### src/hw/rtl/gwcf_pkg.sv
// Package for the gear window classifier filter.
// Holds field widths, register indexes, reset values and the segment table.
// No dependencies.

package gwcf_pkg;

    localparam int GEAR_COUNT            = 6;
    localparam int SAMPLE_W              = 10;
    localparam int WINDOW_W              = 2 * SAMPLE_W;
    localparam int GEAR_W                = 3;
    localparam int SEG_W                 = 8;
    localparam int SEL_W                 = 4;
    localparam int HOLD_W                = 8;
    localparam int CFG_INDEX_W           = 3;
    localparam int CFG_DATA_W            = WINDOW_W;
    localparam int IN_TDATA_W            = 16;
    localparam int OUT_TDATA_W           = 16;
    localparam int HISTORY_DEPTH_DEFAULT = 4;
    localparam int QUEUE_DEPTH           = 2;

    // register indexes
    localparam logic [CFG_INDEX_W-1:0] CFG_WINDOW_GEAR1 = 3'd0;
    localparam logic [CFG_INDEX_W-1:0] CFG_HOLD_LIMIT   = 3'd6;

    localparam logic [GEAR_W-1:0] GEAR_NONE = 3'd0;

    localparam logic [WINDOW_W-1:0] WINDOW_RESET [GEAR_COUNT] = '{
        20'd245956, 20'd336115, 20'd506235, 20'd664059, 20'd893674, 20'd971632
    };

    localparam logic [HOLD_W-1:0] HOLD_LIMIT_RESET = 8'd48;

    typedef logic [GEAR_W-1:0] gear_t;

    typedef struct packed {
        logic                   valid;
        logic [CFG_INDEX_W-1:0] index;
        logic [CFG_DATA_W-1:0]  data;
    } cfg_wr_t;

    // active-low segments, bit0 = a ... bit7 = point
    function automatic logic [SEG_W-1:0] seg_pattern(input gear_t gear);
        logic [SEG_W-1:0] seg;
        unique case (gear)
            3'd1:    seg = 8'hF9;
            3'd2:    seg = 8'hA4;
            3'd3:    seg = 8'hB0;
            3'd4:    seg = 8'h99;
            3'd5:    seg = 8'h92;
            3'd6:    seg = 8'h82;
            default: seg = 8'hFF;
        endcase
        return seg;
    endfunction

endpackage

### src/hw/rtl/gwcf_front.sv
// Front end: window registers and sample classification.
// Depends on gwcf_pkg.

module gwcf_front
(
    input  logic                            clk,
    input  logic                            rst_n,
    input  gwcf_pkg::cfg_wr_t               cfg_wr,
    input  logic [gwcf_pkg::SAMPLE_W-1:0]   sample,
    output gwcf_pkg::gear_t                 gear_class
);

    logic [gwcf_pkg::WINDOW_W-1:0] window_reg [gwcf_pkg::GEAR_COUNT];

    always_ff @(posedge clk or negedge rst_n)
    begin
        if (!rst_n)
        begin
            for (int g = 0; g < gwcf_pkg::GEAR_COUNT; g++)
                window_reg[g] <= gwcf_pkg::WINDOW_RESET[g];
        end
        else if (cfg_wr.valid)
        begin
            for (int g = 0; g < gwcf_pkg::GEAR_COUNT; g++)
                if (cfg_wr.index == gwcf_pkg::CFG_WINDOW_GEAR1 +
                        gwcf_pkg::CFG_INDEX_W'(g))
                    window_reg[g] <= cfg_wr.data;
        end
    end

    // highest matching gear wins; bounds are exclusive
    always_comb
    begin
        gear_class = gwcf_pkg::GEAR_NONE;
        for (int g = 0; g < gwcf_pkg::GEAR_COUNT; g++)
        begin
            if (sample > window_reg[g][gwcf_pkg::SAMPLE_W-1:0] &&
                sample < window_reg[g][gwcf_pkg::WINDOW_W-1:gwcf_pkg::SAMPLE_W])
                gear_class = gwcf_pkg::GEAR_W'(g + 1);
        end
    end

endmodule

### src/hw/rtl/gwcf_queue.sv
// Short class queue between front and back.
// Depends on gwcf_pkg.

module gwcf_queue
(
    input  logic            clk,
    input  logic            rst_n,
    input  logic            push,
    input  gwcf_pkg::gear_t push_data,
    output logic            full,
    input  logic            pop,
    output logic            not_empty,
    output gwcf_pkg::gear_t pop_data
);

    localparam int PTR_W   = $clog2(gwcf_pkg::QUEUE_DEPTH);
    localparam int COUNT_W = $clog2(gwcf_pkg::QUEUE_DEPTH + 1);

    gwcf_pkg::gear_t    entry_reg [gwcf_pkg::QUEUE_DEPTH];
    logic [PTR_W-1:0]   wr_ptr_reg, rd_ptr_reg;
    logic [COUNT_W-1:0] count_reg;

    assign full      = (count_reg == COUNT_W'(gwcf_pkg::QUEUE_DEPTH));
    assign not_empty = (count_reg != '0);
    assign pop_data  = entry_reg[rd_ptr_reg];

    always_ff @(posedge clk)
    begin
        if (push)
            entry_reg[wr_ptr_reg] <= push_data;
    end

    always_ff @(posedge clk or negedge rst_n)
    begin
        if (!rst_n)
        begin
            wr_ptr_reg <= '0;
            rd_ptr_reg <= '0;
            count_reg  <= '0;
        end
        else
        begin
            if (push)
                wr_ptr_reg <= (wr_ptr_reg == PTR_W'(gwcf_pkg::QUEUE_DEPTH - 1)) ?
                              '0 : wr_ptr_reg + 1'b1;
            if (pop)
                rd_ptr_reg <= (rd_ptr_reg == PTR_W'(gwcf_pkg::QUEUE_DEPTH - 1)) ?
                              '0 : rd_ptr_reg + 1'b1;
            if (push && !pop)
                count_reg <= count_reg + 1'b1;
            else if (pop && !push)
                count_reg <= count_reg - 1'b1;
        end
    end

endmodule

### src/hw/rtl/gwcf_back.sv
// Back end: class history ring, hold filter and the output register.
// Depends on gwcf_pkg.

module gwcf_back
#(
    parameter int HISTORY_DEPTH = gwcf_pkg::HISTORY_DEPTH_DEFAULT
)
(
    input  logic                                clk,
    input  logic                                rst_n,
    input  gwcf_pkg::cfg_wr_t                   cfg_wr,
    input  logic                                class_valid,
    input  gwcf_pkg::gear_t                     class_in,
    output logic                                class_pop,
    output logic                                m_tvalid,
    input  logic                                m_tready,
    output logic [gwcf_pkg::OUT_TDATA_W-1:0]    m_tdata
);

    localparam int PTR_W = (HISTORY_DEPTH > 1) ? $clog2(HISTORY_DEPTH) : 1;

    gwcf_pkg::gear_t                history_reg [HISTORY_DEPTH];
    logic [PTR_W-1:0]               ptr_reg, ptr_next;
    gwcf_pkg::gear_t                accepted_reg, accepted_next;
    logic [gwcf_pkg::HOLD_W-1:0]    count_reg, count_next;
    logic [gwcf_pkg::HOLD_W-1:0]    hold_limit_reg;
    logic                           out_valid_reg;
    logic [gwcf_pkg::OUT_TDATA_W-1:0] out_data_reg, out_data_next;
    gwcf_pkg::gear_t                shown;
    logic                           all_same;

    assign class_pop = class_valid && (!out_valid_reg || m_tready);
    assign m_tvalid  = out_valid_reg;
    assign m_tdata   = out_data_reg;

    always_comb
    begin
        // the slot being written already holds the new class
        all_same = 1'b1;
        for (int i = 0; i < HISTORY_DEPTH; i++)
            if (PTR_W'(i) != ptr_reg && history_reg[i] != class_in)
                all_same = 1'b0;

        ptr_next = (ptr_reg == PTR_W'(HISTORY_DEPTH - 1)) ? '0 : ptr_reg + 1'b1;

        accepted_next = accepted_reg;
        count_next    = count_reg;
        priority if (all_same && class_in != gwcf_pkg::GEAR_NONE)
        begin
            accepted_next = class_in;
            count_next    = '0;
            shown         = class_in;
        end
        else if (count_reg < hold_limit_reg)
        begin
            count_next = count_reg + 1'b1;
            shown      = accepted_reg;
        end
        else
        begin
            shown = gwcf_pkg::GEAR_NONE;
        end

        out_data_next = {1'b0,
                         gwcf_pkg::SEL_W'({shown, 1'b0}),
                         gwcf_pkg::seg_pattern(shown),
                         shown};
    end

    always_ff @(posedge clk or negedge rst_n)
    begin
        if (!rst_n)
        begin
            for (int i = 0; i < HISTORY_DEPTH; i++)
                history_reg[i] <= gwcf_pkg::GEAR_NONE;
            ptr_reg        <= '0;
            accepted_reg   <= gwcf_pkg::GEAR_NONE;
            count_reg      <= '0;
            hold_limit_reg <= gwcf_pkg::HOLD_LIMIT_RESET;
            out_valid_reg  <= 1'b0;
        end
        else
        begin
            if (cfg_wr.valid && cfg_wr.index == gwcf_pkg::CFG_HOLD_LIMIT)
                hold_limit_reg <= cfg_wr.data[gwcf_pkg::HOLD_W-1:0];
            if (class_pop)
            begin
                history_reg[ptr_reg] <= class_in;
                ptr_reg              <= ptr_next;
                accepted_reg         <= accepted_next;
                count_reg            <= count_next;
                out_valid_reg        <= 1'b1;
            end
            else if (m_tready)
            begin
                out_valid_reg <= 1'b0;
            end
        end
    end

    always_ff @(posedge clk)
    begin
        if (class_pop)
            out_data_reg <= out_data_next;
    end

endmodule

### src/hw/rtl/gear_window_classifier_filter_unit.sv
// Top level of the gear window classifier filter.
// Depends on gwcf_pkg, gwcf_front, gwcf_queue and gwcf_back.
//
// Usage:
//   s_* carries one sensor sample per item; m_* returns one result item per
//   input item, in order. cfg_* writes one register per handshake (index 0..5
//   gear windows, 6 hold limit, others ignored); cfg_ready is always high.
//   Configure only while no item is in flight.
// Data flow and throughput:
//   An item is classified on acceptance and written into a two-entry queue;
//   the back end pops it once the output register is free or being taken,
//   updates the history and hold state and loads the output register. The
//   result is offered from that register, and one item per cycle is sustained
//   while m_tready stays high; the back end updates the history at each pop.
// Reset:
//   Windows and hold limit return to their reset values, history holds none,
//   no gear is accepted and the queue is empty.
// Stall:
//   While m_tready is low the output register holds its item; the queue
//   absorbs two more items, then s_tready drops until the receiver moves.

module gear_window_classifier_filter_unit
#(
    parameter int HISTORY_DEPTH = gwcf_pkg::HISTORY_DEPTH_DEFAULT
)
(
    input  logic                                clk,
    input  logic                                rst_n,
    input  logic                                s_tvalid,
    output logic                                s_tready,
    input  logic [gwcf_pkg::IN_TDATA_W-1:0]     s_tdata,    // [9:0] sensor_sample
    output logic                                m_tvalid,
    input  logic                                m_tready,
    output logic [gwcf_pkg::OUT_TDATA_W-1:0]    m_tdata,    // [2:0] gear_shown,
                                                            // [10:3] segment_pattern,
                                                            // [14:11] select_lines
    input  logic                                cfg_valid,
    output logic                                cfg_ready,
    input  logic [gwcf_pkg::CFG_INDEX_W-1:0]    cfg_index,
    input  logic [gwcf_pkg::CFG_DATA_W-1:0]     cfg_data
);

    gwcf_pkg::cfg_wr_t cfg_wr;
    gwcf_pkg::gear_t   front_class;
    gwcf_pkg::gear_t   queue_class;
    logic              queue_full;
    logic              queue_not_empty;
    logic              queue_pop;
    logic              push;

    assign cfg_ready    = 1'b1;
    assign cfg_wr.valid = cfg_valid;
    assign cfg_wr.index = cfg_index;
    assign cfg_wr.data  = cfg_data;

    assign s_tready = !queue_full;
    assign push     = s_tvalid && !queue_full;

    gwcf_front u_front
    (
        .clk        (clk),
        .rst_n      (rst_n),
        .cfg_wr     (cfg_wr),
        .sample     (s_tdata[gwcf_pkg::SAMPLE_W-1:0]),
        .gear_class (front_class)
    );

    gwcf_queue u_queue
    (
        .clk        (clk),
        .rst_n      (rst_n),
        .push       (push),
        .push_data  (front_class),
        .full       (queue_full),
        .pop        (queue_pop),
        .not_empty  (queue_not_empty),
        .pop_data   (queue_class)
    );

    gwcf_back #(
        .HISTORY_DEPTH (HISTORY_DEPTH)
    ) u_back
    (
        .clk         (clk),
        .rst_n       (rst_n),
        .cfg_wr      (cfg_wr),
        .class_valid (queue_not_empty),
        .class_in    (queue_class),
        .class_pop   (queue_pop),
        .m_tvalid    (m_tvalid),
        .m_tready    (m_tready),
        .m_tdata     (m_tdata)
    );

endmodule
### config.mk
export PLATFORM = sky130hd
export DESIGN_NAME = gear_window_classifier_filter_unit
export DESIGN_NICKNAME = d
export VERILOG_FILES = /design/src/hw/rtl/gwcf_pkg.sv /design/src/hw/rtl/gwcf_front.sv /design/src/hw/rtl/gwcf_queue.sv /design/src/hw/rtl/gwcf_back.sv /design/src/hw/rtl/gear_window_classifier_filter_unit.sv
export SDC_FILE = /design/constraint.sdc
export NUM_CORES = 1
export LEC_CHECK = 0
export BUFFER_PORTS_ARGS = -buffer_cell sky130_fd_sc_hd__buf_4
export CORE_MARGIN = 8
export CORE_UTILIZATION = 56
export DETAILED_ROUTE_END_ITERATION = 8
export PLACE_DENSITY = 0.77
export SETUP_SLACK_MARGIN = 0.02
export SKIP_LAST_GASP = 1
export SLEW_MARGIN = 15
export SYNTH_ARGS = -nofsm -noshare
export SYNTH_HDL_FRONTEND = slang
export SYNTH_HIERARCHICAL = 1
export SYNTH_SLANG_ARGS = --single-unit
### constraint.sdc
create_clock -name clk -period 2.4 [get_ports clk]
set_input_delay 0.24 -clock clk [delete_from_list [all_inputs] [get_ports clk]]
set_output_delay 0.24 -clock clk [all_outputs]
set_load 0.1 [all_outputs]
==> reports/metrics.csv, run 1 <==
metric,value,unit
worstHoldEndpoint,u_front/window_reg[93]$_DFFE_PN1P_,
drcViolationCount,0,
path_class,reg -> reg,
synth_warnings,6,
dr_total_vias,7512,
grt_setup_unrepaired,true,
die_area,0.0226,mm2
critPathLaunchType,flop,
cp.arrival,2.61,ns
p_leak,0.00553,uW
grt_use_total,21.7,%
yosys.area_share.adder,15.7,%
fmaxAchievable,0.420,GHz
critPathBufInv,1,
clock_skew,0.0103,ns
area_growth,17.6,%
dpl.hpwl,17.0,mm
clock_path_buffers,2,
period_share,99.3,%
synth-xor-area-share,1.74,%
portBuffers,52,
cts_tree,done,
postSynthCellCount,992,
totalWireLength,24.1,mm
netlist-cell-type-count,70,
core,0.0178,mm2
initial_utilization,56.6,%
crit-reg2reg-launch,u_front/window_reg[77]$_DFFE_PN1P_,
reg2reg_slack,0.02,ns
gp_congestion,0.872,
crit_path_end_kind,flop,
p_per_area,1030,mW/mm2
path_max_fanout,2,
synthSimpleGateAreaFrac,10.4,%
hold_path.class,in -> reg,
ys_ff_latch,173,
setup_violations,0,
die_y,150,um
dr.pass1.iters,5,
insertion_delay,0.43,ns
h-tree-depth,4,
hold_start,cfg_data[13],
cts_root_buf,clkbuf_16,
r2r_cells,8,
ys_async_sr_fraction,91.3,%
antennaDiodeCount,0,
hold_viol_final,0,
synth_top_family_by_area,adder cells,
synth_edf_count,15,
seq_area_frac_synth,44.5,%
slew_violations,0,
grt_pass1_vias,7577,
synth_compound_area_share,13.6,%
cts_sinks,173,
syn_area_per_cell,10.2,um2
min_path_cells,3,
synthMuxAreaShare,7.12,%
drive_gt1_share,28.5,%
critical_path.top_delay_family,compound AO/OA/AOI/OAI gates,
fin_util,66.5,%
cts_buffers,17,
required,2.63,ns
vias_per_cell,5.69,
wl_per_cell,18.3,um
hold_slack,0.0617,ns
ant_nets,0,
worstMarginPinSlew,0.605,ns
globalRouteOverflowTotal,0,
cap_viol_max_count,0,
path_cells,inv_2 > ha_4 > a21o_1 > a21o_1 > a221o_1 > a221o_1 > a21boi_2 > a221oi_2,
yosys.area.top_type,dfrtp_1,
critPathSlowestCell,dfstp_2,
rows,49,
min_period,2.38,ns
grt_pass1_wl,38.1,mm
slew_headroom,59.7,%
io_pins,63,
netlist_area,0.0101,mm2
grt_max_degree,60,
status,"complete, no violations",
clk_pin_slew,0.07,ns
yosys.area.top_type_share,23.1,%
dieWidth,150,um
fin_nets,1250,
r2r-end,u_queue/entry_reg[1][0]$_DFFE_PP_,
synth.area.top_cells,"dfrtp_1 (23%), dfstp_2 (17%), ha_1 (16%), mux2_2 (6.7%), inv_1 (4.8%)",
yosys_most_used_dff,dfrtp_1,
slowest_delay,0.52,ns
largest_reg_flops,120,
ir_drop,0.00102,V
drt_iter0_markers,339,
antenna_found_initial,0,
-- timing repair --
item | 4_1_cts | 5_1_grt
gates resized for setup | 8 | 30
endpoints found under the setup margin | 11 | 24
setup buffers | 3 | 4
cloned | 0 | 0
hold buffers | 1 | 0
hold endpoints to repair | 28 | 0
pin swaps | 9 | 20
-- where the power goes --
| group | internal (uW) | switching (uW) |
|---|---|---|
| sequential | 3960 | 457 |
| combinational | 2010 | 2970 |
| clock | 1600 | 1170 |
| total | 7570 | 4600 |
-- layer usage --
metal / vias to the layer above / part of all wire, % / GRT usage, %
li1: 3597 / - / -
met1: 3691 / 42 / 25.8
met2: 187 / 51 / 37.7
met3: 37 / 4.6 / 4.60
met4: 0 / 2.7 / 8.80
met5: - / 0 / 0
-- worst min-delay path, stage by stage --
cell	delay, ns
buf_4	0.14
nand2_1	0.05
o21ai_1	0.06
-- cells by family after synthesis --
group	count (synthesis)
multiplexers	64
AO/OA/AOI/OAI	219
other	3
XOR/XNOR	20
adder cells (fa/ha/maj)	127
buffers and inverters	171
AND/OR/NAND/NOR	215
flip-flops	173
-- cell type report --
type	instances	area, um2
inverters	131	492
clock buffers	19	454
fillers	1357	5980
well taps	229	287
repair buffers	107	897
multi-input cells	649	5110
flip-flops and latches	173	4490
clock inverters	13	138
-- worst max-delay path by stage --
stage	from	end	cells after the start
final	u_front/window_reg[77]$_DFFE_PN1P_	u_queue/entry_reg[1][0]$_DFFE_PP_	8
after global routing	u_back/count_reg[3]$_DFFE_PN0P_	u_back/count_reg[6]$_DFFE_PN0P_	8
after CTS	u_front/window_reg[29]$_DFFE_PN1P_	u_queue/entry_reg[1][0]$_DFFE_PP_	8
after detailed placement	u_front/window_reg[77]$_DFFE_PN1P_	u_queue/entry_reg[1][0]$_DFFE_PP_	8
after global placement	u_front/window_reg[77]$_DFFE_PN1P_	u_queue/entry_reg[0][0]$_DFFE_PP_	8
after floorplan	u_queue/rd_ptr_reg$_DFFE_PN0P_	u_back/m_tdata[9]$_SDFFCE_PN1P_	8
-- Yosys cell counts, types with 4 or more instances --
cell type	instances
a21oi_1	39
nor2_1	14
nand2b_1	10
dfstp_2	65
edfxtp_1	15
a21o_1	24
xor2_1	4
xnor2_1	16
nand2_1	118
o211ai_1	5
and4_1	8
a221o_1	6
o21ai_0	74
nor3_1	5
ha_1	127
nor2b_1	8
mux2_2	60
clkbuf_1	22
buf_4	11
dfrtp_1	93
nand3_1	18
inv_1	130
a211oi_1	4
o21ai_1	26
a31oi_1	7
nand4_1	11
-- cells in the final DEF, fill, tap and decap left out, drive strengths merged, types with 9 or more instances in the layout --
cell    count
nand2     120
dfstp      65
inv       133
dfrtp      93
clkbuf     19
xnor2      16
a21o       24
nand4      12
nor2       14
nand3      18
nand2b     10
ha        127
a21oi      40
clkinv      9
mux2       62
o21ai     100
buf       106
edfxtp     15
-- stage by stage --
step	total power (uW)	instance area, um2	setup slack (ns)	TNS, ns	std cells
final	12200	11900	0.0174	0	1321
after global routing	12900	11900	-0.0453	-0.143	1321
after CTS	12000	11700	0.0248	0	1317
after detailed placement	9080	11000	-0.0403	-0.107	1281
after global placement	8870	11000	0.00826	0	1281
after floorplan	7810	10100	0.112	0	993
No activity file was read; power rests on OpenSTA's default activity.
==> run 2, diff against run 1 <==
--- a/config.mk
+++ b/config.mk
@@ -8,2 +8,3 @@
 export BUFFER_PORTS_ARGS = -buffer_cell sky130_fd_sc_hd__buf_4
+export CORE_ASPECT_RATIO = 1.75
 export CORE_MARGIN = 8
==> constraint.sdc (replaced) <==
create_clock -name clk -period 2.4 [get_ports clk]
set_input_delay 0.36 -clock clk [delete_from_list [all_inputs] [get_ports clk]]
set_output_delay 0.36 -clock clk [all_outputs]
set_load 0.1 [all_outputs]
==> reports/metrics.csv, run 2 (synthesized netlist as in run 1, its figures left out) <==
metric,value,unit,change
status,"complete, no violations",,
critPathSlowestCell,or4_4,,
grt_pass1_wl,40.0,mm,+4.9%
dpl.hpwl,17.9,mm,+5.2%
r2r-end,u_back/count_reg[6]$_DFFE_PN0P_,,
drive_gt1_share,29.8,%,+1.4 points
p_leak,0.00558,uW,+0.85%
io_pins,63,,unchanged
slew_headroom,66.3,%,+6.7 points
globalRouteOverflowTotal,0,,unchanged
portBuffers,52,,unchanged
required,2.74,ns,+0.11 ns
p_switching,4720,uW,+2.6%
slew_violations,0,,unchanged
initial_utilization,56.7,%,+0.095 points
grt_setup_unrepaired,true,,
min_period,2.39,ns,+0.0112 ns
hold_slack,0.189,ns,+0.127 ns
clk_pin_slew,0.07,ns,about the same
hold_viol_final,0,,unchanged
hold_start,cfg_data[17],,
final_cell_mix,"inv_1 (124), nand2_1 (115), ha_1 (114)",,
critPathLaunchType,flop,,
h-tree-depth,4,,unchanged
area_growth,20.0,%,
die_y,194,um,+29%
fin_nets,1254,,+0.32%
hold_path.class,in -> reg,,
p_per_area,1040,mW/mm2,+0.98%
cts_sinks,173,,unchanged
setup_tns,0,ns,unchanged
crit-reg2reg-launch,u_back/hold_limit_reg[4]$_DFFE_PN1P_,,
cap_viol_max_count,0,,unchanged
seqPwrFrac,35.2,%,-1.1 points
swShare,37.6,%,-0.17 points
vias_per_cell,5.72,,+0.60%
p_int,7830,uW,+3.4%
r2r_cells,9,,+1
gp_congestion,0.890,,+2.1%
reg2reg_slack,0.006,ns,about the same
clock_skew,0.00731,ns,-0.00294 ns
ir_drop,0.000963,V,-5.3%
core,0.0178,mm2,-0.17%
worstMarginPinSlew,0.504,ns,-0.100 ns
dr.pass1.iters,5,,unchanged
fmaxAchievable,0.418,GHz,-0.47%
cts_tree,done,,
grt_pass1_vias,7944,,+4.8%
die_area,0.0227,mm2,+0.75%
totalWireLength,25.5,mm,+5.9%
pre_cts_ws,-0.0943,ns,-0.0540 ns
clock_path_buffers,2,,unchanged
min_path_cells,3,,unchanged
setup_violations,0,,unchanged
wl_per_cell,19.2,um,+5.1%
power_frac_clock,22.3,%,-0.5 points
rows,65,,+33%
path_cells,inv_2 > ha_4 > or4_4 > a21oi_4 > o31a_1 > buf_12 > nand2_4 > or3_4 > o31ai_2,,
path_max_fanout,4,,+2
final_common_cell,inv_1,,
period_share,99.7,%,+0.47 points
antenna_found_initial,1,,+1
slowest_delay,0.54,ns,+0.02 ns
worstHoldEndpoint,u_front/window_reg[117]$_DFFE_PN1P_,,
path_class,reg -> reg,,
dieWidth,117,um,-22%
grt_use_total,22.2,%,+0.50 points
drcViolationCount,0,,unchanged
dr_total_vias,7614,,+1.4%
pwr-share-comb,42.5,%,+1.6 points
setup_slack,0.00617,ns,-0.0112 ns
cp.arrival,2.74,ns,+0.13 ns
largest_reg_flops,120,,unchanged
cts_root_buf,clkbuf_16,,
crit_path_end_kind,flop,,
ant_nets,0,,unchanged
drt_iter0_markers,384,,+13%
grt_max_degree,89,,+48%
cts_buffers,17,,unchanged
insertion_delay,0.43,ns,about the same
==> run 2: cell types whose count changed in the layout (fill, tap and decap cells not counted), sizes merged <==
cell,before,now
buf,106,110
diode,0,1
inv,133,134
bufinv,2,3
clkinv,9,6
clkinvlp,0,2
clkbuf,19,18
==> run 2: timing repair <==
action	CTS	global route
pin swaps	11	18
endpoints found under the setup margin	12	22
hold endpoints to repair	14	0
hold buffers	1	0
gates resized for setup	18	44
buffers inserted	4	3
==> run 2: critical path, delay by kind of cell, from the launching register on <==
family                     cells  cell delay [ns]
and+or+nand+nor                3             0.94
adders and majority gates      1             0.15
AOI/OAI and AO/OA              3             0.52
DFF                            1             0.53
buffers and inverters          2             0.17
==> run 2: routing by layer <==
metal	global-route usage, %	up-vias	routed length, um
met5	0	-	0
met4	17.1	0	1720
met3	3.88	74	928
met2	40.5	207	13600
met1	21.8	3720	9320
li1	-	3613	-
==> run 2: area by class of cell <==
cell class                 count  area [um2]
timing repair buffer         111         972
multi-input combinational    649        5270
sequential                   173        4490
tap                          234         293
antenna                        1        2.50
fill                        1299        5700
inverter                     131         492
clock inverter                14         166
clock buffer                  18         429
==> run 2: worst max path at each step <==
stage / start / to / slack, ns / depth (start not counted)
final: u_back/hold_limit_reg[4]$_DFFE_PN1P_ / u_back/count_reg[6]$_DFFE_PN0P_ / 0.006 / 9
after global routing: u_back/hold_limit_reg[4]$_DFFE_PN1P_ / u_back/count_reg[5]$_DFFE_PN0P_ / -0.08 / 10
after CTS: u_front/window_reg[77]$_DFFE_PN1P_ / u_queue/entry_reg[1][0]$_DFFE_PP_ / 0.02 / 8
after detailed placement: s_tdata[1] / u_queue/entry_reg[1][0]$_DFFE_PP_ / -0.09 / 8
after global placement: s_tdata[1] / u_queue/entry_reg[1][0]$_DFFE_PP_ / -0.07 / 8
after floorplan: u_queue/rd_ptr_reg$_DFFE_PN0P_ / u_back/m_tdata[9]$_SDFFCE_PN1P_ / 0.11 / 8
==> run 2: power groups by stage <==
stage / Combinational (uW) / Clock, uW / Sequential (uW)
2_1_floorplan: 3030 / 0 / 4780
4_1_cts: 4990 / 2860 / 4390
5_1_grt: 5800 / 2960 / 4500
6_report: 5330 / 2800 / 4410
3_3_place_gp: 4640 / 0 / 4380
3_5_place_dp: 4790 / 0 / 4420
==> run 2: per-stage QoR <==
step	power, uW	instance area, um2	std cells	util [%]
6_report	12500	12100	1331	68.0
2_1_floorplan	7810	10100	993	-
5_1_grt	13300	12100	1331	68.0
3_3_place_gp	9030	11100	1290	62.2
3_5_place_dp	9210	11100	1290	62.2
4_1_cts	12200	11800	1327	66.4
==> run 3, diff against run 2 <==
Settings changed: CORE_UTILIZATION 56 to 62, PLACE_DENSITY 0.77 to 0.81.
Clock period 2.4 ns to 2.44 ns, I/O delays scaled along.
==> reports/metrics.csv, run 3 (synthesized netlist as in run 1, its figures left out) <==
metric,value,unit,change
ant_nets,0,,unchanged
drive_gt1_share,26.8,%,-3.0 points
p_per_area,1010,mW/mm2,-2.4%
hold_start,cfg_data[17],,
period_share,102,%,+2.5 points
largest_reg_flops,120,,unchanged
cts_tree,done,,
grt_use_total,24.5,%,+2.2 points
wl_per_cell,19.5,um,+1.7%
initial_utilization,63.3,%,+6.6 points
io_pins,63,,unchanged
place_area,0.0109,mm2,-1.7%
pwr-share-comb,41.0,%,-1.5 points
worstMarginPinSlew,0.606,ns,+0.101 ns
core,0.0160,mm2,-10%
setup_slack,-0.0555,ns,-0.0616 ns
h-tree-depth,4,,unchanged
dr_total_vias,7637,,+0.30%
power,11800,uW,-6.3%
antenna_found_initial,0,,-1
rows,61,,-6.2%
use_met2,45.8,%,+5.2 points
fill_cells,1112,,-14%
r2r-end,u_queue/entry_reg[1][0]$_DFFE_PP_,,
drt_iter0_markers,424,,+10%
reg2reg_slack,-0.06,ns,-0.06 ns
gp_congestion,0.938,,+5.4%
multiInputGateArea,0.00504,mm2,-4.3%
grt_max_degree,62,,-30%
p_leak,0.00544,uW,-2.5%
required,2.67,ns,-0.07 ns
setup_tns,-0.111,ns,-0.111 ns
dpl.hpwl,17.8,mm,-0.50%
slew_violations,0,,unchanged
grt_setup_unrepaired,true,,
failed_checks,setup timing,,
status,finished with violations,,
dp.cells,1236,,-4.2%
path_max_fanout,2,,-2
crit-reg2reg-launch,u_front/window_reg[29]$_DFFE_PN1P_,,
seqPwrFrac,36.8,%,+1.6 points
swShare,38.6,%,+0.92 points
globalRouteOverflowTotal,0,,unchanged
vias_per_cell,6.00,,+4.9%
dr.pass1.iters,5,,unchanged
die_y,185,um,-4.6%
ir_drop,0.000565,V,-41%
p_int,7220,uW,-7.7%
insertion_delay,0.43,ns,about the same
met1_usage,24.5,%,+2.8 points
path_class,reg -> reg,,
p_switching,4530,uW,-4.0%
cts_sinks,173,,unchanged
die_area,0.0208,mm2,-8.6%
dieWidth,112,um,-4.3%
antennaDiodeCount,0,,-1
final_cells,1273,,-4.4%
cap_viol_max_count,0,,unchanged
seqCellArea,0.00449,mm2,unchanged
top_usage_layer,met2,,
area_growth,15.2,%,
met3_usage,3.87,%,-0.011 points
cts_root_buf,clkbuf_16,,
cp.arrival,2.72,ns,-0.02 ns
r2r_cells,9,,unchanged
crit_path_end,u_queue/entry_reg[1][0]$_DFFE_PP_,,
final_common_cell,inv_1,,
portBuffers,52,,unchanged
drcViolationCount,0,,unchanged
final_area,0.0116,mm2,-4.1%
clk_pin_slew,0.07,ns,about the same
slew_headroom,59.2,%,-7.2 points
setup_violations,2,,+2
totalWireLength,24.8,mm,-2.8%
hold_path.class,in -> reg,,
critPathLaunchType,flop,,
critPathLaunch,u_front/window_reg[29]$_DFFE_PN1P_,,
fmaxAchievable,0.401,GHz,-4.1%
power_frac_clock,22.2,%,about the same
grt_pass1_vias,7894,,-0.63%
fin_nets,1242,,-0.96%
clock_path_buffers,2,,unchanged
hold_viol_final,0,,unchanged
crit_path_end_kind,flop,,
clock_skew,0.00924,ns,+0.00193 ns
cts_buffers,17,,unchanged
final_cell_mix,"inv_1 (127), ha_1 (121), nand2_1 (117)",,
grt_pass1_wl,39.7,mm,-0.76%
min_period,2.50,ns,+0.102 ns
run 3: changes by cell type in the layout (fill, tap and decap cells not counted), moves of 3 or more:
| cell | previous run | this run |
|---|---|---|
| buf_12 | 10 | 4 |
| ha_4 | 13 | 5 |
| inv_1 | 124 | 127 |
| ha_1 | 114 | 121 |
| buf_4 | 97 | 93 |
| inv_2 | 6 | 3 |
| a21oi_1 | 34 | 38 |
| a21oi_2 | 5 | 1 |
run 3: through the flow:
| step | setup slack (ns) | util (%) | hold slack [ns] |
|---|---|---|---|
| after floorplan | 0.0307 | - | 0.0704 |
| after global placement | -0.0111 | 68.3 | 0.339 |
| after detailed placement | -0.0696 | 68.3 | 0.344 |
| after CTS | 0.0243 | 72.2 | 0.178 |
| after global routing | -0.105 | 72.8 | 0.183 |
| final | -0.0555 | 72.8 | 0.186 |
run 3: final cells by class:
| cell class | count | share of cell area [%] |
|---|---|---|
| multi-input cells | 649 | 43.4 |
| flip-flops and latches | 173 | 38.6 |
| well taps | 189 | 2.04 |
| repair buffers | 99 | 6.88 |
| clock buffers | 18 | 3.69 |
| clock inverters | 14 | 1.13 |
| inverters | 131 | 4.23 |
run 3: power groups by stage:
stage	registers [uW]	logic, uW	clock network (uW)
CTS	4310	4680	2640
detailed placement	4350	4590	0
global route	4410	5270	2750
floorplan	4700	2980	0
global placement	4310	4430	0
finish	4330	4820	2610
run 3: critical path: stages (launching register included):
cell and delay [ns]:
dfstp_2 0.52, inv_2 0.05, ha_4 0.21, nand4_1 0.18, nor2_4 0.08, a221o_1 0.38
a311oi_2 0.33, buf_4 0.18, a21boi_2 0.05, a221oi_2 0.31
run 3: worst min path at each step:
stage	cells after the start	to	slack [ns]
after floorplan	0	u_back/accepted_reg[0]$_DFFE_PN0P_	0.07
after global placement	1	u_back/count_reg[5]$_DFFE_PN0P_	0.34
after detailed placement	1	u_back/count_reg[5]$_DFFE_PN0P_	0.34
after CTS	3	u_front/window_reg[117]$_DFFE_PN1P_	0.18
after global routing	3	u_front/window_reg[117]$_DFFE_PN1P_	0.18
final	3	u_front/window_reg[117]$_DFFE_PN1P_	0.19
run 3: layer usage:
metal	vias up	routed length, um
met4	0	1510
met3	86	903
li1	3563	-
met5	-	0
met1	3762	9290
met2	226	13100
run 3: what timing repair did:
item,in CTS,in global routing
setup buffers,2,2
pin swaps,5,13
hold buffers,1,0
endpoints found under the setup margin,7,18
endpoints found under the hold margin,37,0
gates resized for setup,6,18
